**config.mk**
```make
export PLATFORM = sky130hd
export DESIGN_NAME = hai_norm_cell
export DESIGN_NICKNAME = d
export VERILOG_FILES = /design/src/hdl/hammer_aitoff_inverse_projection_defines.svh /design/src/hdl/hai_pkg.sv /design/src/hdl/hai_norm_cell.sv
export SDC_FILE = /design/constraint.sdc
export NUM_CORES = 1
export LEC_CHECK = 0
export BUFFER_PORTS_ARGS = -buffer_cell sky130_fd_sc_hd__buf_4
export CORE_UTILIZATION = 50
export CTS_CLUSTER_SIZE = 28
export DETAILED_ROUTE_END_ITERATION = 7
export GPL_ROUTABILITY_DRIVEN = 0
export PLACE_DENSITY = 0.81
export SYNTH_ARGS = -nofsm -noshare
export SYNTH_HDL_FRONTEND = slang
export SYNTH_SLANG_ARGS = --single-unit
export TNS_END_PERCENT = 50
```
**constraint.sdc**
```tcl
create_clock -name clk_i -period 0.9 [get_ports clk_i]
set_input_delay 0.18 -clock clk_i [delete_from_list [all_inputs] [get_ports clk_i]]
set_output_delay 0.18 -clock clk_i [all_outputs]
set_load 0.01 [all_outputs]
```
**src/hdl/hammer_aitoff_inverse_projection_defines.svh**
```systemverilog
// assertion macros for the inverse hammer-aitoff projection block
// used by the top level only, expects clk_i and rst_ni in scope
`ifndef HAMMER_AITOFF_INVERSE_PROJECTION_DEFINES_SVH
`define HAMMER_AITOFF_INVERSE_PROJECTION_DEFINES_SVH
`ifndef NO_ASSERTIONS
`define HAI_ASSERT_IMP(lbl, ante, cons) \
  lbl: assert property (@(posedge clk_i) disable iff (!rst_ni) (ante) |-> (cons)) \
    else $error("hai check failed");
`define HAI_ASSERT_NEXT(lbl, ante, cons) \
  lbl: assert property (@(posedge clk_i) disable iff (!rst_ni) (ante) |=> (cons)) \
    else $error("hai check failed");
`else
`define HAI_ASSERT_IMP(lbl, ante, cons)
`define HAI_ASSERT_NEXT(lbl, ante, cons)
`endif
`endif

```
**src/hdl/hai_pkg.sv**
```systemverilog
// shared types and constants of the inverse hammer-aitoff projection
// no dependencies
package hai_pkg;

  // datapath widths of the normaliser and cordic row
  localparam int NormW   = 64;
  localparam int CordW   = 60;
  localparam int AngW    = 33;
  localparam int Steps   = 32;

  // per-cell control handed along the row
  typedef struct packed {
    logic en;
    logic vld;
  } hai_ctl_t;

  // atan(2^-i), 2^32 is a full turn
  function automatic logic [31:0] atan_val(input logic [4:0] i);
    logic [31:0] v;
    case (i)
      5'd0:  v = 32'd536870912;
      5'd1:  v = 32'd316933406;
      5'd2:  v = 32'd167458907;
      5'd3:  v = 32'd85004756;
      5'd4:  v = 32'd42667331;
      5'd5:  v = 32'd21354465;
      5'd6:  v = 32'd10679838;
      5'd7:  v = 32'd5340245;
      5'd8:  v = 32'd2670163;
      5'd9:  v = 32'd1335087;
      5'd10: v = 32'd667544;
      5'd11: v = 32'd333772;
      5'd12: v = 32'd166886;
      5'd13: v = 32'd83443;
      5'd14: v = 32'd41722;
      5'd15: v = 32'd20861;
      5'd16: v = 32'd10430;
      5'd17: v = 32'd5215;
      5'd18: v = 32'd2608;
      5'd19: v = 32'd1304;
      5'd20: v = 32'd652;
      5'd21: v = 32'd326;
      5'd22: v = 32'd163;
      5'd23: v = 32'd81;
      5'd24: v = 32'd41;
      5'd25: v = 32'd20;
      5'd26: v = 32'd10;
      5'd27: v = 32'd5;
      5'd28: v = 32'd3;
      5'd29: v = 32'd1;
      5'd30: v = 32'd1;
      default: v = 32'd0;
    endcase
    return v;
  endfunction

endpackage

```
**src/hdl/hai_norm_cell.sv**
```systemverilog
// one binary-weighted shift cell of the cordic input normaliser
// depends on hai_pkg
module hai_norm_cell import hai_pkg::*; #(
  parameter int K     = 1,
  parameter bit RIGHT = 1'b0,
  parameter int SW    = 1
) (
  input  logic             clk_i,
  input  logic             rst_ni,
  input  hai_ctl_t         ctl_i,
  input  logic [NormW-1:0] mag_i,
  input  logic [NormW-1:0] den_i,
  input  logic [SW-1:0]    side_i,
  output logic             vld_o,
  output logic [NormW-1:0] mag_o,
  output logic [NormW-1:0] den_o,
  output logic [SW-1:0]    side_o
);

  localparam logic [NormW-1:0] HiLim = NormW'(1) << (55 + K);
  localparam logic [NormW-1:0] LoLim = NormW'(1) << (56 - K);

  logic [NormW-1:0] big, mag_d, den_d, mag_q, den_q;
  logic [SW-1:0]    side_q;
  logic             vld_q, hit;

  // shift both words when the larger one is still out of range
  always_comb begin
    big = (mag_i > den_i) ? mag_i : den_i;
    hit = RIGHT ? (big >= HiLim) : (big < LoLim);
    if (!hit) begin
      mag_d = mag_i;
      den_d = den_i;
    end else if (RIGHT) begin
      mag_d = mag_i >> K;
      den_d = den_i >> K;
    end else begin
      mag_d = mag_i << K;
      den_d = den_i << K;
    end
  end

  always_ff @(posedge clk_i or negedge rst_ni) begin
    if (!rst_ni) begin
      vld_q <= 1'b0;
    end else if (ctl_i.en) begin
      vld_q <= ctl_i.vld;
    end
  end

  always_ff @(posedge clk_i) begin
    if (ctl_i.en) begin
      mag_q  <= mag_d;
      den_q  <= den_d;
      side_q <= side_i;
    end
  end

  assign vld_o  = vld_q;
  assign mag_o  = mag_q;
  assign den_o  = den_q;
  assign side_o = side_q;

endmodule

```
Word-level counts from Yosys, hierarchy flattened
Cells that the tools add are included.

Multiplexer cells: 3. Magnitude comparators: 2.

Operators by type and width (number): 64-bit two-way mux (3); 64-bit greater-than comparator (1); 64-bit by 56-bit < comparator with 1-bit output, second input constant (1).

Register bits: 130. Logic and storage cells: 11.

Depth between registers and ports, before layout
Word-level depth: 4. Depth in mapped cells: 13.

Worst setup path before layout
No wires, ideal clock.

Path type: input to register. From: input port den_i[43]. To: register mag_q[10] (netlist: mag_o[10]) (data pin). Cell stages on the path: 12. Required time: 640 ps. Path buffers: 2. Path slack: -1742 ps. Arrival: 2382 ps. Cells stage by stage: inv_1 > ha_1 > nand4_1 > nor4_2 > inv_1 > o211ai_1 > inv_2 > a311o_1 > nand3_2 > buf_6 > buf_6 > mux2_2.

Longest elaborated chain between the ends: 4.

Ends and longest elaborated chain: start, declared (line hai_norm_cell.sv:12) `input logic [NormW-1:0] den_i,`; 64-bit greater-than comparator (line hai_norm_cell.sv:29) `big = (mag_i > den_i) ? mag_i : den_i;`; 64-bit two-way mux * (line hai_norm_cell.sv:29); 64-bit by 56-bit < comparator with 1-bit output * (line hai_norm_cell.sv:30) `hit = RIGHT ? (big >= HiLim) : (big < LoLim);`; 64-bit two-way mux * (line hai_norm_cell.sv:31) `if (!hit) begin`; net mag_d[10] (line hai_norm_cell.sv:23) `logic [NormW-1:0] big, mag_d, den_d, mag_q, den_q;`; end signal, assigned (line hai_norm_cell.sv:53) `mag_q <= mag_d;`; end, declared (line hai_norm_cell.sv:23).

Mark *: on every way through the listed nets, which the timed path passes. The rest lies on a longest branch. A chain may end at the register's enable or synchronous reset.

Final worst setup path
From: input port den_i[33]. To: register den_q[22] (netlist: den_o[22]) (data pin).

Longest elaborated chain between the ends: 4.

Ends and longest elaborated chain: 64-bit greater-than comparator (line hai_norm_cell.sv:29); 64-bit two-way mux * (line hai_norm_cell.sv:29); 64-bit by 56-bit < comparator with 1-bit output * (line hai_norm_cell.sv:30); 64-bit two-way mux * (line hai_norm_cell.sv:31); net den_d[22] (line hai_norm_cell.sv:23); end signal, assigned (line hai_norm_cell.sv:54) `den_q <= den_d;`; end, declared (line hai_norm_cell.sv:23).

Marked as above.

==> results.txt <==
----------------------------------------------------
[Status]
  Result of the run ... finished, violations left
  Violated checks ... negative setup slack

[Logic synthesis]
  Total standard cell area after synthesis ... a little over 0.007 sq mm
  Average cell area after synthesis ... between 10 and 15 sq um
  Total of warnings raised by yosys ... 0
  Net count after synthesis ... between 700 and 800
  Cell count after synthesis ... ~530
  Share of synthesized area occupied by flip-flops and latches ... between 50% and 60%
  Unique masters post-synth ... a little over 40
  Post-synthesis register bit count ... between 100 and 150

[Timing]
  Final hold viol count ... 0
  Setup repair after global routing missed its margin ... true
  Post-route worst setup slack ... -2.12 ns
  Clock Skew ... 0 ns
  Worst slew pin tran ... roughly 0.44 ns
  Worst hold-check slack ... roughly 0.046 ns
  Minimum clock period after layout ... 3.02 ns
  Tcrit/Tclk final ... 336%
  Number of slew-limit violations in the final report ... 0
  Headroom to the max-slew limit ... 70.2%
  Number of failing setup endpoints in the final timing report ... approximately 260
  Max Clock Freq ... 331 MHz

[Clock tree]
  Num CTS Buffers ... 17
  Cell at the root of the clock tree ... sky130_fd_sc_hd__clkbuf_16
  Clk Latency, worst-skew pair ... 0.43 ns
  CTS tree ... yes
  Level count of the clock H-tree ... 4
  Clock transition at the registers of the reported paths ... 0.06 ns
  Buffers from clock root to sink, at most ... 2
  Sinks on Clock Net ... 130

[Drt]
  First drt pass iteration count ... 5
  Via count ... about 7300
  Post-DR vias/cell ... ~6.1
  Post-route ant nets ... 0
  Drt first-iter violations ... ~620
  Routed WL per cell ... about 27 um
  Remaining routing DRC violations ... 0
  Sum of routed wire length over all layers ... 33000 um

[Hold path]
  Classification of the worst-slack hold path ... in -> async

[Global routing]
  Maximum number of pins on one net before global-route repair ... 44
  Gr ovfl total ... 0
  Met1 routing resource usage after global routing ... a little under two fifths
  First-pass GRT wire length ... between 30000 and 40000 um
  Global routing usage on met2 ... between 60% and 70%
  Via count of the first global-routing pass ... roughly 7300
  Global-route track usage on met3 ... 7.72%
  All-Layer GR Usage ... between 30% and 40%
  Most used routing layer ... met2
  Number of antenna violations at the first check in global routing ... 0

[Layout]
  Commonest non-fill, non-tap cells in the layout ... sky130_fd_sc_hd__buf_4, sky130_fd_sc_hd__buf_6, sky130_fd_sc_hd__edfxtp_1
  Number of nets in the final layout ... between 1000 and 1500
  End-of-flow core utilization ... between 90 and 100%
  Most common cell after layout, fill and taps aside ... sky130_fd_sc_hd__buf_4
  Share of final-layout standard cells stronger than drive strength 1 ... between 60% and 70%
  Cell area after layout ... 0.0130 sq mm
  Synth-to-layout area growth ... 80.8%
  Antenna diode count ... 0

[Critical path]
  Critical path start-end classification ... in -> reg
  Worst R2R Setup Slack ... roughly 0.13 ns
  Data arrival time of the worst path ... approximately 3.3 ns
  Launching point of the worst reg2reg path ... vld_o
  Critical path's largest stage delay ... 0.37 ns
  Buf/Inv on CP ... 5
  Critical path, cell by cell ... buf_4 > inv_1 > ha_4 > a21oi_1 > o21ai_0 > a221oi_1 > o21ai_1 > a31oi_2 > nand4_1 > nand3_4 > buf_12 > buf_16 > buf_6 > mux2i_1
  Critical Path Sink Type ... flop
  Number of cells traversed by the worst register-to-register path ... 1
  Largest fanout of any net on the critical path ... 6
  Endpoint of the worst-slack reg-to-reg timing path ... vld_o
  Slowest library cell on the worst path ... sky130_fd_sc_hd__nand4_1
  Crit path max-delay family ... compound AO/OA/AOI/OAI gates
  Nature of the critical path startpoint ... input port
  Logic depth of the worst setup path including buffers ... 14
  CP Data Required Time ... between 1 and 1.5 ns

[Power and ir drop]
  Switching power as a share of total power ... about 27%
  Total internal power ... 13.8 mW
  Leakage power ... 5.83 nW
  Worst IR drop on VDD ... 1.48 mV
  Power density normalized to cell area ... ~1500 mW/mm^2
  Flop pwr share ... 39.7%
  Reported net switching power ... 5.18 mW
  Combinational power share ... between 20% and 30%
  Clock network fraction of design power ... around 36%

[Flow run]
  Max-capacitance violation count ... 0

[Die]
  Starting Density ... about half
  CORE AREA ... between 0.01 and 0.015 sq mm
  Die span in y ... 122 um
  Chip Width ... approximately 120 um
  Overall die area ... between 0.01 and 0.015 sq mm
  Number of top-level pins ... approximately 260
  Row count ... 43

[Place]
  Port Buffers ... 262
  Area of placed instances ... roughly 0.011 sq mm
  Dpl hpwl ... ~17000 um

----------------------------------------------------
-- kinds of logic (layout without fill, tap and decap cells) --
family,after synthesis,count (layout),share of synthesized area [%]
adders and majority gates,64,64,11.1
AOI/OAI and AO/OA,69,69,6.24
muxes,113,113,16.8
buffers and inverters,87,579,6.24
and+or+nand+nor,71,72,5.31
DFF,130,130,54.3
-- worst max path at each step --
stage              start        end
5_1_grt        den_i[33]  den_o[22]
3_3_place_gp   den_i[37]  mag_o[21]
4_1_cts        mag_i[37]  mag_o[29]
6_report       den_i[33]  den_o[22]
2_1_floorplan   den_i[1]  mag_o[10]
3_5_place_dp   mag_i[25]  mag_o[12]
-- repair_timing --
item | in CTS | in global routing
endpoints found under the setup margin | 258 | 258
hold buffers | 3 | 0
setup buffers | 22 | 19
gates cloned | 6 | 2
resized for setup | 170 | 134
pin swaps | 12 | 21
hold endpoints to repair | 3 | 0
-- flip-flops by register name, summed over array words and instances, names as in the netlist --
signal  flops
den_o      64
mag_o      64
side_o      1
vld_o       1
-- through the flow --
stage / setup slack [ns] / power (mW) / setup TNS [ns] / instances
global route: -2.18 / 19.4 / -296.67 / 1207
finish: -2.12 / 18.9 / -287.01 / 1207
CTS: -1.63 / 18.0 / -229.00 / 1190
floorplan: -1.69 / 8.62 / -203.18 / 534
detailed placement: -2.20 / 10.9 / -281.98 / 1129
global placement: -2.05 / 10.7 / -260.02 / 1129
-- cell type report --
type / count / area [sq um]
fillers: 423 / 948
clock inverters: 14 / 139
inverters: 73 / 299
clock buffers: 18 / 429
repair buffers: 474 / 4440
well taps: 180 / 225
flip-flops and latches: 130 / 3900
multi-input cells: 318 / 3560
-- Yosys cell counts --
| library cell | instances | area (sq um) |
|---|---|---|
| sky130_fd_sc_hd__a2111o_1 | 1 | 11.3 |
| sky130_fd_sc_hd__a211oi_1 | 2 | 15.0 |
| sky130_fd_sc_hd__a21o_1 | 2 | 15.0 |
| sky130_fd_sc_hd__a21oi_1 | 28 | 140 |
| sky130_fd_sc_hd__a221o_1 | 1 | 10.0 |
| sky130_fd_sc_hd__a221oi_1 | 3 | 26.3 |
| sky130_fd_sc_hd__a22o_1 | 5 | 43.8 |
| sky130_fd_sc_hd__a2bb2oi_1 | 1 | 8.76 |
| sky130_fd_sc_hd__a311o_1 | 1 | 10.0 |
| sky130_fd_sc_hd__a31oi_1 | 1 | 6.26 |
| sky130_fd_sc_hd__a41o_1 | 1 | 10.0 |
| sky130_fd_sc_hd__and4_1 | 2 | 17.5 |
| sky130_fd_sc_hd__buf_12 | 4 | 80.1 |
| sky130_fd_sc_hd__buf_4 | 3 | 22.5 |
| sky130_fd_sc_hd__buf_6 | 6 | 67.6 |
| sky130_fd_sc_hd__clkbuf_1 | 1 | 3.75 |
| sky130_fd_sc_hd__dfrtp_1 | 1 | 25.0 |
| sky130_fd_sc_hd__edfxtp_1 | 129 | 3870 |
| sky130_fd_sc_hd__ha_1 | 64 | 801 |
| sky130_fd_sc_hd__inv_1 | 72 | 270 |
| sky130_fd_sc_hd__inv_2 | 1 | 3.75 |
| sky130_fd_sc_hd__mux2_2 | 60 | 676 |
| sky130_fd_sc_hd__mux2i_1 | 53 | 531 |
| sky130_fd_sc_hd__nand2_1 | 20 | 75.1 |
| sky130_fd_sc_hd__nand2b_1 | 1 | 6.26 |
| sky130_fd_sc_hd__nand3_1 | 7 | 35.0 |
| sky130_fd_sc_hd__nand3_2 | 1 | 10.0 |
| sky130_fd_sc_hd__nand4_1 | 19 | 119 |
| sky130_fd_sc_hd__nand4_2 | 1 | 12.5 |
| sky130_fd_sc_hd__nor2_1 | 8 | 30.0 |
| sky130_fd_sc_hd__nor2b_1 | 2 | 12.5 |
| sky130_fd_sc_hd__nor3_1 | 4 | 20.0 |
| sky130_fd_sc_hd__nor4_1 | 5 | 31.3 |
| sky130_fd_sc_hd__nor4_2 | 1 | 12.5 |
| sky130_fd_sc_hd__o211a_1 | 1 | 10.0 |
| sky130_fd_sc_hd__o211ai_1 | 3 | 22.5 |
| sky130_fd_sc_hd__o21a_1 | 2 | 15.0 |
| sky130_fd_sc_hd__o21ai_0 | 11 | 55.1 |
| sky130_fd_sc_hd__o22ai_1 | 1 | 6.26 |
| sky130_fd_sc_hd__o2bb2ai_1 | 4 | 35.0 |
| sky130_fd_sc_hd__o31ai_1 | 1 | 7.51 |
-- power by group through the flow --
stage / Clock (mW) / Sequential (mW) / Combinational (mW)
3_5_place_dp: 0 / 7.50 / 3.41
6_report: 6.89 / 7.51 / 4.54
4_1_cts: 6.72 / 7.45 / 3.86
5_1_grt: 7.12 / 7.53 / 4.71
3_3_place_gp: 0 / 7.48 / 3.24
2_1_floorplan: 0 / 7.73 / 0.891
-- per-layer routing --
layer  vias to the layer above  wire length (um)
met1                      3509             10600
met2                       606             16800
li1                       2990                 -
met3                       223              2720
met4                         0              2830
met5                         -                 0
No activity file was read; power rests on OpenSTA's default activity.
