`src/hdl/hammer_aitoff_inverse_projection_defines.svh`:
```
// assertion macros for the inverse hammer-aitoff projection block
// used by the top level only, expects clk_i and rst_ni in scope
`ifndef HAMMER_AITOFF_INVERSE_PROJECTION_DEFINES_SVH
`define HAMMER_AITOFF_INVERSE_PROJECTION_DEFINES_SVH
`ifndef NO_ASSERTIONS
`define HAI_ASSERT_IMP(lbl, ante, cons) \
  lbl: assert property (@(posedge clk_i) disable iff (!rst_ni) (ante) |-> (cons)) \
    else $error("hai check failed");
`define HAI_ASSERT_NEXT(lbl, ante, cons) \
  lbl: assert property (@(posedge clk_i) disable iff (!rst_ni) (ante) |=> (cons)) \
    else $error("hai check failed");
`else
`define HAI_ASSERT_IMP(lbl, ante, cons)
`define HAI_ASSERT_NEXT(lbl, ante, cons)
`endif
`endif

```
`src/hdl/hai_pkg.sv`:
```
// shared types and constants of the inverse hammer-aitoff projection
// no dependencies
package hai_pkg;

  // datapath widths of the normaliser and cordic row
  localparam int NormW   = 64;
  localparam int CordW   = 60;
  localparam int AngW    = 33;
  localparam int Steps   = 32;

  // per-cell control handed along the row
  typedef struct packed {
    logic en;
    logic vld;
  } hai_ctl_t;

  // atan(2^-i), 2^32 is a full turn
  function automatic logic [31:0] atan_val(input logic [4:0] i);
    logic [31:0] v;
    case (i)
      5'd0:  v = 32'd536870912;
      5'd1:  v = 32'd316933406;
      5'd2:  v = 32'd167458907;
      5'd3:  v = 32'd85004756;
      5'd4:  v = 32'd42667331;
      5'd5:  v = 32'd21354465;
      5'd6:  v = 32'd10679838;
      5'd7:  v = 32'd5340245;
      5'd8:  v = 32'd2670163;
      5'd9:  v = 32'd1335087;
      5'd10: v = 32'd667544;
      5'd11: v = 32'd333772;
      5'd12: v = 32'd166886;
      5'd13: v = 32'd83443;
      5'd14: v = 32'd41722;
      5'd15: v = 32'd20861;
      5'd16: v = 32'd10430;
      5'd17: v = 32'd5215;
      5'd18: v = 32'd2608;
      5'd19: v = 32'd1304;
      5'd20: v = 32'd652;
      5'd21: v = 32'd326;
      5'd22: v = 32'd163;
      5'd23: v = 32'd81;
      5'd24: v = 32'd41;
      5'd25: v = 32'd20;
      5'd26: v = 32'd10;
      5'd27: v = 32'd5;
      5'd28: v = 32'd3;
      5'd29: v = 32'd1;
      5'd30: v = 32'd1;
      default: v = 32'd0;
    endcase
    return v;
  endfunction

endpackage

```
`src/hdl/hai_cordic_cell.sv`:
```
// one vectoring step of the cordic arctangent row
// depends on hai_pkg for widths and the angle table
module hai_cordic_cell import hai_pkg::*; #(
  parameter int I  = 0,
  parameter int SW = 1
) (
  input  logic                    clk_i,
  input  logic                    rst_ni,
  input  hai_ctl_t                ctl_i,
  input  logic signed [CordW-1:0] cx_i,
  input  logic signed [CordW-1:0] cy_i,
  input  logic signed [AngW-1:0]  ang_i,
  input  logic [SW-1:0]           side_i,
  output logic                    vld_o,
  output logic signed [CordW-1:0] cx_o,
  output logic signed [CordW-1:0] cy_o,
  output logic signed [AngW-1:0]  ang_o,
  output logic [SW-1:0]           side_o
);

  localparam logic signed [AngW-1:0] Step = AngW'(atan_val(5'(I)));

  logic signed [CordW-1:0] cx_d, cy_d, cx_q, cy_q;
  logic signed [AngW-1:0]  ang_d, ang_q;
  logic [SW-1:0]           side_q;
  logic                    vld_q;

  // rotate towards the x axis, shifts floor
  always_comb begin
    if (cy_i > 0) begin
      cx_d  = cx_i + (cy_i >>> I);
      cy_d  = cy_i - (cx_i >>> I);
      ang_d = ang_i + Step;
    end else begin
      cx_d  = cx_i - (cy_i >>> I);
      cy_d  = cy_i + (cx_i >>> I);
      ang_d = ang_i - Step;
    end
  end

  always_ff @(posedge clk_i or negedge rst_ni) begin
    if (!rst_ni) begin
      vld_q <= 1'b0;
    end else if (ctl_i.en) begin
      vld_q <= ctl_i.vld;
    end
  end

  always_ff @(posedge clk_i) begin
    if (ctl_i.en) begin
      cx_q   <= cx_d;
      cy_q   <= cy_d;
      ang_q  <= ang_d;
      side_q <= side_i;
    end
  end

  assign vld_o  = vld_q;
  assign cx_o   = cx_q;
  assign cy_o   = cy_q;
  assign ang_o  = ang_q;
  assign side_o = side_q;

endmodule

```
`config.mk`:
```
export PLATFORM = sky130hd
export DESIGN_NAME = hai_cordic_cell
export DESIGN_NICKNAME = d
export VERILOG_FILES = /design/src/hdl/hammer_aitoff_inverse_projection_defines.svh /design/src/hdl/hai_pkg.sv /design/src/hdl/hai_cordic_cell.sv
export SDC_FILE = /design/constraint.sdc
export NUM_CORES = 1
export LEC_CHECK = 0
export BUFFER_PORTS_ARGS = -buffer_cell sky130_fd_sc_hd__clkbuf_2
export CORE_ASPECT_RATIO = 1.75
export CORE_UTILIZATION = 35
export CTS_CLUSTER_DIAMETER = 150
export DETAILED_ROUTE_END_ITERATION = 6
export GPL_TIMING_DRIVEN = 0
export PLACE_DENSITY_LB_ADDON = 0.25
export SYNTH_ARGS = -nofsm -noshare
export SYNTH_HDL_FRONTEND = slang
export SYNTH_SLANG_ARGS = --single-unit
```
`constraint.sdc`:
```
create_clock -name clk_i -period 1 [get_ports clk_i]
set_input_delay 0 -clock clk_i [delete_from_list [all_inputs] [get_ports clk_i]]
set_output_delay 0 -clock clk_i [all_outputs]
set_load 0.02 [all_outputs]
```
Word level (Yosys, flattened, before mapping)
Index checks and enable logic that the tools add are counted.
{"block": "word_totals", "mem_bits_rw": 0, "latchBits": 0, "out_inout_bits": 155, "input_bits": 158, "mem_count": 0, "word_cells": 14, "ff_bits": 155, "rom_bits": 0}
{"block": "op_classes", "n_mul": 0, "n_div": 0, "n_mux": 3, "n_reduce_logical": 0, "n_eq_ne": 0, "order_cmp": 1, "shift": 0, "bitwise_logic": 0, "add_sub_neg": 5}
{"op": "$mux W60", "n": 2}
{"op": "$sub A60 B60 Y60", "n": 2}
{"op": "$add A60 B60 Y60", "n": 1}
{"op": "$gt A60 B1 Y1 const B", "n": 1}
{"op": "$add A33 B31 Y33 const B", "n": 1}
{"op": "$mux W33", "n": 1}
{"op": "$sub A33 B31 Y33 const B", "n": 1}

Logic depth before layout (Yosys ltp)
Gate-level depths: netlist (run 1).
{"block": "logic_depth", "depth_word": 2, "ltp_mapped": 14, "mapped_depth_nobuf": 13}

Worst setup path before layout (run 1)
Ideal clock, no wire load.
{"block": "synth_path", "kind": "input-to-reg", "startpoint": "input cx_i[19]", "endpoint": "register cy_q[56] (netlist: cy_o[56]) (data pin)", "required_ps": 732, "setup_time_ps": 268, "n_path_buf": 0, "arrival_ps": 2904, "slack_ps": -2172, "stages": 12, "cell_sequence": "inv_1 -> ha_1 -> or3_4 -> or4_1 -> or3_1 -> a31o_1 -> a2111o_1 -> nor3b_1 -> a21bo_4 -> o31ai_4 -> mux2_2 -> xnor2_1"}
{"block": "synth_via", "elab_chain_len": 2, "word_cells_on_any_way": 3, "classes_between": "add/sub (2); mux (1)"}
{"element": "from (decl)", "line_no": "hai_cordic_cell.sv:10", "source": "input logic signed [CordW-1:0] cx_i,"}
{"element": "$add A60 B60 Y60 / $sub A60 B60 Y60 (equally long branches)", "line_no": "hai_cordic_cell.sv:36, hai_cordic_cell.sv:32"}
{"element": "$mux W60 *", "line_no": "hai_cordic_cell.sv:30", "source": "if (cy_i > 0) begin"}
{"element": "named net cy_d[56]", "line_no": "hai_cordic_cell.sv:23", "source": "logic signed [CordW-1:0] cx_d, cy_d, cx_q, cy_q;"}
{"element": "to (signal assigned)", "line_no": "hai_cordic_cell.sv:52", "source": "cy_q <= cy_d;"}
{"element": "to (decl)", "line_no": "hai_cordic_cell.sv:23"}
Mark *: on every way through the listed nets, which the timed path passes. The rest lies on a longest branch.
A chain may end at the register's enable or synchronous reset.

Final worst setup path (run 1)
{"block": "layout_path", "startpoint": "input cx_i[18]", "endpoint": "register cx_q[50] (netlist: cx_o[50]) (data pin)"}
{"block": "layout_via", "elab_chain_len": 2, "word_cells_on_any_way": 3, "classes_between": "add/sub (2); mux (1)"}
{"element": "$sub A60 B60 Y60 / $add A60 B60 Y60 (equally long branches)", "line_no": "hai_cordic_cell.sv:35, hai_cordic_cell.sv:31"}
{"element": "$mux W60 *", "line_no": "hai_cordic_cell.sv:30"}
{"element": "named net cx_d[50]", "line_no": "hai_cordic_cell.sv:23"}
{"element": "to (signal assigned)", "line_no": "hai_cordic_cell.sv:51", "source": "cx_q <= cx_d;"}
{"element": "to (decl)", "line_no": "hai_cordic_cell.sv:23"}
Marks and branches as above.

==> summary.md, run 1 <==
| Metric | Value |
|---|---|
| Clk Latency, worst-skew pair | `~470 ps` |
| Worst hold slack across all endpoints | `-68.6 ps` |
| Vias in the first global route | `approximately 20000` |
| Global-route wire length before repair | `~130000 um` |
| Cell area after placement | `19600 um2` |
| First-iteration detailed-routing DRC count | `1274` |
| Residual antenna-violating net count after detailed routing | `0` |
| HP Start | `ang_i[30]` |
| Required time of the worst setup path | `around 1200 ps` |
| Worst Path Arrival | `approximately 3300 ps` |
| Post-synthesis sequential area ratio | `0.288` |
| Library cell with the highest instance count after synthesis | `sky130_fd_sc_hd__a21oi_1` |
| Horizontal die dimension | `164 um` |
| Post-detailed-route wirelength per cell | `30.8 um` |
| Period Utilization, post-route | `3.09` |
| Number of buffers between clock root and the deepest sink | `2` |
| Worst-margin pin slew | `about 1600 ps` |
| PortBufs | `approximately 310` |
| Number of synthesized flops with an enable pin | `about 150` |
| Number of max-capacitance violations reported | `1` |
| Max FO, Critical Path | `3` |
| Reg-to-Reg Start | `vld_o` |
| DRT Pass-1 Iters | `6` |
| Remaining global-route overflow | `0` |
| Total wirelength of the detailed-routed design | `around 97000 um` |
| Classification of the worst-slack hold path | `input port to flip-flop` |
| Fraction of registers with async set/reset | `0.00649` |
| Number of setup violations in the final report | `a little under 200` |
| Core area | `45100 um2` |
| Yosys top cell by area | `sky130_fd_sc_hd__edfxtp_1` |
| Global placer's final weighted congestion | `around 1` |
| Area share of the largest cell type after synthesis | `0.287` |
| Hold Fails Final Rpt | `1` |
| Max-slew headroom | `-0.0501` |
| Ratio of routed vias to standard cells | `6.08` |
| Clk sink count | `around 150` |
| Cell area after technology mapping | `16000 um2` |
| Die height | `around 290 um` |
| Worst path setup slack after routing | `-2090 ps` |
| Util after Layout | `0.613` |
| Synth area leaders | `sky130_fd_sc_hd__edfxtp_1, sky130_fd_sc_hd__ha_1, sky130_fd_sc_hd__a21oi_1` |
| Warnings, synthesis | `0` |
| Core Rows | `103` |
| Startpoint kind of the worst setup timing path | `input port` |
| Count of nets after finishing | `just under 3000` |
| Relative area change from synthesis to final layout | `72.6%` |
| TritonCTS buffer count | `17` |
| Effective utilization at floorplan | `0.355` |
| Terminating pin of the worst hold path | `ang_o[30]` |
| Maximum number of pins on one net before global-route repair | `91` |
| Post-detail-place hpwl | `70500 um` |
| Most used standard cells in the synthesized netlist | `sky130_fd_sc_hd__a21oi_1, sky130_fd_sc_hd__inv_1, sky130_fd_sc_hd__ha_1, sky130_fd_sc_hd__edfxtp_1, sky130_fd_sc_hd__nor2_1` |
| Number of max-slew violations in the final report | `4` |
| Area of the die | `46700 um2` |
| Count of pins on the block boundary | `~310` |
| Layout cell share with drive strength beyond 1 | `0.464` |
| Register-to-register path setup slack | `210 ps` |
| Overall track demand over capacity in global routing | `0.399` |
| Post-detailed-route DRC marker count | `0` |
| Highest achievable clock rate | `between 0.3 and 0.4 GHz` |
| Clock transition at the registers of the reported paths | `around 80 ps` |
| Number of cells on the worst hold path | `2` |
| Result of the run | `finished, violations left` |
| Total power density per cell area | `between 1000 and 1500 nW/um2` |
| Kind of end point of the critical path | `flip-flop` |
| Beginning of the critical path | `cx_i[18]` |
| Reg-to-reg endpoint | `vld_o` |
| CTS Root Buffer Type | `sky130_fd_sc_hd__clkbuf_16` |
| Total nets after synthesis | `roughly 2300` |
| Setup Total Neg Slack | `-178770 ps` |
| Via Count | `19100` |
| Flop and latch count out of synthesis | `around 150` |
| TritonCTS clock tree | `done` |
| Number of antenna violations at the first check in global routing | `2` |
| Number of cell instances on the worst register-to-register path | `1` |
| Violated checks | `negative hold slack, max-capacitance violations, max-slew violations, negative setup slack` |
| Area of all placed cells without fillers | `27700 um2` |
| Per-instance average area after synthesis | `about 8.3 um2` |
| Worst Path Class, Setup | `input port to flip-flop` |
| Cells after synthesis | `~1900` |
| Number of buffers added to fix hold violations after cts | `37` |
| Shortest clock period the worst path allows after layout | `3090 ps` |
| Number of different library cells in the post-synthesis netlist | `a little under 80` |
| Most used flip-flop cell after synthesis | `sky130_fd_sc_hd__edfxtp_1` |
| RSZ-0062 raised after global routing | `true` |
| H-tree levels | `4` |
| Max rail drop VDD | `roughly 1.4 mV` |
| Setup clock skew after layout | `0 ps` |
| Leak | `11.3 nW` |
[placed cells by master, fill, tap and decap left out, types with 73 or more instances in the layout]
| cell | n |
|---|---|
| sky130_fd_sc_hd__buf_6 | 186 |
| sky130_fd_sc_hd__inv_1 | 158 |
| sky130_fd_sc_hd__xnor2_1 | 73 |
| sky130_fd_sc_hd__a21oi_1 | 175 |
| sky130_fd_sc_hd__ha_1 | 147 |
| sky130_fd_sc_hd__nand2_1 | 85 |
| sky130_fd_sc_hd__buf_4 | 154 |
| sky130_fd_sc_hd__edfxtp_1 | 153 |
| sky130_fd_sc_hd__nor2_1 | 106 |
| sky130_fd_sc_hd__clkbuf_2 | 143 |
[worst max-delay path by stage]
stage	end	slack (ps)
after floorplan	cx_o[56]	-2030
after global placement	cy_o[58]	-4010
after detailed placement	cy_o[58]	-3890
after CTS	cx_o[56]	-2060
after global routing	cx_o[50]	-2100
final	cx_o[50]	-2090
[sequential cells by signal, indices dropped and copies added, names as in the netlist]
register  flops
cx_o         60
cy_o         59
side_o        1
vld_o         1
ang_o        33
[critical path, stage by stage]
cell and delay [ps]:
sky130_fd_sc_hd__buf_8 100, sky130_fd_sc_hd__inv_4 50, sky130_fd_sc_hd__ha_4 200, sky130_fd_sc_hd__or3_4 400, sky130_fd_sc_hd__or4_4 430, sky130_fd_sc_hd__or3_4 370
sky130_fd_sc_hd__buf_6 130, sky130_fd_sc_hd__buf_6 110, sky130_fd_sc_hd__o31ai_4 260, sky130_fd_sc_hd__buf_4 180, sky130_fd_sc_hd__a21oi_4 70, sky130_fd_sc_hd__buf_12 170
sky130_fd_sc_hd__o21bai_4 260, sky130_fd_sc_hd__a41oi_4 200, sky130_fd_sc_hd__o22ai_4 250, sky130_fd_sc_hd__xnor2_2 120
[per-stage QoR]
step | setup WS (ps) | power [mW] | instances
finish | -2090 | 34.5 | 3143
global route | -2100 | 35.5 | 3143
CTS | -2060 | 31.4 | 3051
detailed placement | -3890 | 21.7 | 2817
global placement | -4010 | 21.6 | 2815
floorplan | -2030 | 16.7 | 1926
[kinds of logic (layout without fill, tap and decap cells)]
kind of cell,count (synthesis),count (layout),share of synthesized area
xor gates and xnor gates,120,120,0.0656
DFF,154,154,0.288
AOI/OAI and AO/OA,673,673,0.262
and+or+nand+nor,470,470,0.144
buffers and inverters,281,920,0.0664
muxes,45,45,0.0283
other,0,1,0
adders and majority gates,183,183,0.145
[final cells by class]
type / count / area [um2]
tap: 577 / 722
buffer: 84 / 985
sequential: 154 / 4620
clock inverter: 13 / 106
clock buffer: 18 / 429
fill: 3754 / 17500
antenna: 1 / 2.50
multi-input combinational: 1491 / 14300
inverter: 191 / 807
timing repair buffer: 614 / 5650
[power breakdown]
part | switching (mW) | leakage (nW) | total, mW | internal (mW)
clock network | 2.99 | 0.256 | 6.36 | 3.37
logic | 11.1 | 9.49 | 19.3 | 8.14
registers | 0.416 | 1.51 | 8.89 | 8.47
total | 14.6 | 11.3 | 34.5 | 20.0
[per-layer routing]
| metal | GRT usage | up-vias | part of all wire |
|---|---|---|---|
| met1 | 0.334 | 9102 | 0.29 |
| met2 | 0.729 | 1148 | 0.51 |
| li1 | - | 8297 | - |
| met5 | 0 | - | 0.0013 |
| met4 | 0.421 | 4 | 0.13 |
| met3 | 0.0892 | 560 | 0.062 |
[timing repair]
item,in CTS,in global routing
pin swaps,175,185
endpoints found under the hold margin,38,2
resized for setup,602,673
setup buffers,163,117
gates cloned,9,2
setup endpoints to repair,246,277
(Power assumes the default switching activity.)
==> run 2: changes to the inputs <==
--- a/config.mk
+++ b/config.mk
@@ -6,7 +6,7 @@
 export NUM_CORES = 1
 export LEC_CHECK = 0
 export BUFFER_PORTS_ARGS = -buffer_cell sky130_fd_sc_hd__clkbuf_2
-export CORE_ASPECT_RATIO = 1.75
+export CORE_ASPECT_RATIO = 1.2
 export CORE_UTILIZATION = 35
 export CTS_CLUSTER_DIAMETER = 150
 export DETAILED_ROUTE_END_ITERATION = 6
==> run 2 against run 1 <==
The run ends with negative hold slack, negative setup slack left. Die area about the same. Sequential share of layout area increased by 1.0 points. Via count is 4.7% lower. Cell area is 5.9% lower. Power decreased by 7.4%. Clock power grew 0.9%. Largest power group unchanged. Highest routed layer unchanged.
==> summary.md, run 2 (synthesis results as in run 1) <==
| Metric | Value |
|---|---|
| Result of the run | `finished, violations left (unchanged)` |
| Violated checks | `negative hold slack, negative setup slack (was negative hold slack, max-capacitance violations, max-slew violations, negative setup slack)` |
| Kind of end point of the critical path | `flip-flop (unchanged)` |
| Layout filler cell count | `3941 (was 3754)` |
| DRT Pass-1 Iters | `7 (was 6)` |
| Number of buffers between clock root and the deepest sink | `2 (unchanged)` |
| Max-slew headroom | `0.329 (was -0.0501)` |
| Setup Total Neg Slack | `-169470 ps (was -178770 ps)` |
| HP Start | `ctl_i[1] (was ang_i[30])` |
| Grt peak-use layer | `met2 (unchanged)` |
| Total power density per cell area | `1230 nW/um2 (was 1250 nW/um2)` |
| Count of nets after finishing | `2831 (was 2894)` |
| Worst path setup slack after routing | `-2020 ps (was -2090 ps)` |
| Number of max-slew violations in the final report | `0 (was 4)` |
| Overall Power | `32.0 mW (was 34.5 mW)` |
| Reg-to-reg endpoint | `vld_o (unchanged)` |
| RSZ-0062 raised after global routing | `true (unchanged)` |
| Ratio of routed vias to standard cells | `5.85 (was 6.08)` |
| Hold Fails Final Rpt | `24 (was 1)` |
| Area of the die | `46600 um2 (was 46700 um2)` |
| GRT met3 Usage | `0.0575 (was 0.0892)` |
| Die height | `236 um (was 285 um)` |
| Met1 routing resource usage after global routing | `0.412 (was 0.334)` |
| Vias in the first global route | `18100 (was 19500)` |
| Number of max-capacitance violations reported | `0 (was 1)` |
| Max incr delay on CP | `430 ps (about the same)` |
| TritonCTS buffer count | `17 (unchanged)` |
| Core area | `45000 um2 (was 45100 um2)` |
| Most used cells in the layout excluding fill and tap cells | `sky130_fd_sc_hd__clkbuf_2, sky130_fd_sc_hd__a21oi_1, sky130_fd_sc_hd__inv_1 (was sky130_fd_sc_hd__buf_6, sky130_fd_sc_hd__a21oi_1, sky130_fd_sc_hd__inv_1)` |
| Cell type with the highest occurrence count on the critical path | `sky130_fd_sc_hd__or3_4` |
| Max FO, Critical Path | `6 (was 3)` |
| Overall track demand over capacity in global routing | `0.346 (was 0.399)` |
| Effective utilization at floorplan | `0.356 (was 0.355)` |
| Post-route non-filler standard cell count | `3116 (was 3143)` |
| CP Cell Sequence | `clkbuf_8 > inv_12 > ha_4 > or3_4 > or4_4 > or3_4 > a31o_4 > a2111o_1 > nor3b_4 > a21bo_4 > o31ai_4 > a22o_1 > xnor2_1 (was buf_8 > inv_4 > ha_4 > or3_4 > or4_4 > or3_4 > buf_6 > buf_6 > o31ai_4 > buf_4 > a21oi_4 > buf_12 > o21bai_4 > a41oi_4 > o22ai_4 > xnor2_2)` |
| Number of antenna violations at the first check in global routing | `5 (was 2)` |
| Max rail drop VDD | `1.43 mV (was 1.44 mV)` |
| Met2 routing resource usage after global routing | `0.574 (was 0.729)` |
| Highest achievable clock rate | `0.331 GHz (was 0.323 GHz)` |
| Clock transition at the registers of the reported paths | `70 ps (was 80 ps)` |
| CTS Root Buffer Type | `sky130_fd_sc_hd__clkbuf_16 (unchanged)` |
| Number of flip-flops in the largest register | `60 (unchanged)` |
| Count of pins on the block boundary | `313 (unchanged)` |
| Terminating pin of the worst hold path | `cx_o[2] (was ang_o[30])` |
| Maximum number of pins on one net before global-route repair | `83 (was 91)` |
| Horizontal die dimension | `197 um (was 164 um)` |
| Global placer's final weighted congestion | `1.03 (about the same)` |
| Commonest non-fill, non-tap cell in the layout | `sky130_fd_sc_hd__clkbuf_2 (was sky130_fd_sc_hd__buf_6)` |
| Relative area change from synthesis to final layout | `62.5% (was 72.6%)` |
| Classification of the worst-slack hold path | `input port to flip-flop (unchanged)` |
| Largest delay share family, worst path | `compound AO/OA/AOI/OAI gates (was simple AND/OR/NAND/NOR gates)` |
| Worst Path Class, Setup | `input port to flip-flop (unchanged)` |
| Worst hold slack across all endpoints | `-90.9 ps (was -68.6 ps)` |
| Shortest clock period the worst path allows after layout | `3020 ps (was 3090 ps)` |
| Leak | `10.6 nW (was 11.3 nW)` |
| Post-detailed-route wirelength per cell | `26.5 um (was 30.8 um)` |
| Layout cell share with drive strength beyond 1 | `0.442 (was 0.464)` |
| Reg-to-Reg Start | `vld_o (unchanged)` |
| Period Utilization, post-route | `3.02 (was 3.09)` |
| Core Rows | `85 (was 103)` |
| Register-to-register path setup slack | `240 ps (was 210 ps)` |
| Worst Path Arrival | `3230 ps (was 3290 ps)` |
| First-iteration detailed-routing DRC count | `1454 (was 1274)` |
| Worst-margin pin slew | `999 ps (was 1560 ps)` |
| Clk Latency, worst-skew pair | `470 ps (about the same)` |
| H-tree levels | `4 (unchanged)` |
| Setup clock skew after layout | `0 ps (unchanged)` |
| Pre-CTS worst setup slack | `-3420 ps (was -3890 ps)` |
| Number of buffer and inverter instances along the worst setup path | `2 (was 6)` |
| Number of cell instances on the worst register-to-register path | `1 (unchanged)` |
| Post-detailed-route DRC marker count | `0 (unchanged)` |
| PortBufs | `312 (unchanged)` |
| Number of buffers added to fix hold violations after cts | `37 (unchanged)` |
| Via Count | `18200 (was 19100)` |
| Clk sink count | `154 (unchanged)` |
| Required time of the worst setup path | `1210 ps (was 1200 ps)` |
| Startpoint kind of the worst setup timing path | `input port (unchanged)` |
| Global-route wire length before repair | `118000 um (was 131000 um)` |
| Total wirelength of the detailed-routed design | `82500 um (was 96900 um)` |
| Critical-path top delay cell | `sky130_fd_sc_hd__or4_4 (unchanged)` |
| Post-detail-place hpwl | `61800 um (was 70500 um)` |
| Post-placement cell count | `2848 (was 2817)` |
| Remaining global-route overflow | `0 (unchanged)` |
| TritonCTS clock tree | `done (unchanged)` |
| Number of setup violations in the final report | `173 (was 195)` |
| Residual antenna-violating net count after detailed routing | `0 (unchanged)` |
| Number of cells on the worst hold path | `1 (was 2)` |
==> run 2: area by class of cell <==
class / count / area [um2] / share of cell area
multi-input cells: 1491 / 13900 / 0.535
flip-flops and latches: 154 / 4620 / 0.177
repair buffers: 552 / 4400 / 0.169
plain buffers: 83 / 937 / 0.0360
inverters: 191 / 808 / 0.0310
well taps: 609 / 762 / 0.0293
clock buffers: 19 / 433 / 0.0166
clock inverters: 13 / 134 / 0.00514
diodes: 4 / 10.0 / 0.000385
==> run 2: timing repair <==
action                                  4_1_cts  5_1_grt
cloned                                        9        2
resized for setup                           546      287
endpoints found under the setup margin      263      272
setup buffers                               145       71
pin swaps                                   164      160
hold endpoints to repair                     38       25
==> run 2: worst max-delay path by stage <==
| stage | slack (ps) | from | end | depth (start not counted) |
|---|---|---|---|---|
| after floorplan | -2030 | cx_i[19] | cx_o[56] | 12 |
| after global placement | -3440 | cx_i[19] | cx_o[46] | 12 |
| after detailed placement | -3420 | cx_i[19] | cx_o[46] | 12 |
| after CTS | -2060 | cy_i[18] | cx_o[56] | 12 |
| after global routing | -2060 | cx_i[18] | cx_o[56] | 13 |
| final | -2020 | cx_i[19] | cx_o[56] | 13 |
==> run 2: metrics by stage <==
step	hold WS, ps	utilization	area, um2
2_1_floorplan	-296	-	17300
3_3_place_gp	-225	0.436	19600
3_5_place_dp	-225	0.437	19700
4_1_cts	-83.1	0.547	24600
5_1_grt	-52.5	0.579	26000
6_report	-90.9	0.579	26000
==> run 2: per-layer routing <==
layer,vias up,wire length (um)
met5,-,11
met1,8839,32000
met2,918,38500
met3,288,5800
met4,2,6060
li1,8171,-
==> run 2: power by group <==
group	leakage [nW]	switching (mW)	total (mW)	internal, mW
registers	1.51	0.303	8.76	8.45
logic	8.84	10.1	16.8	6.71
clock network	0.261	2.94	6.42	3.48
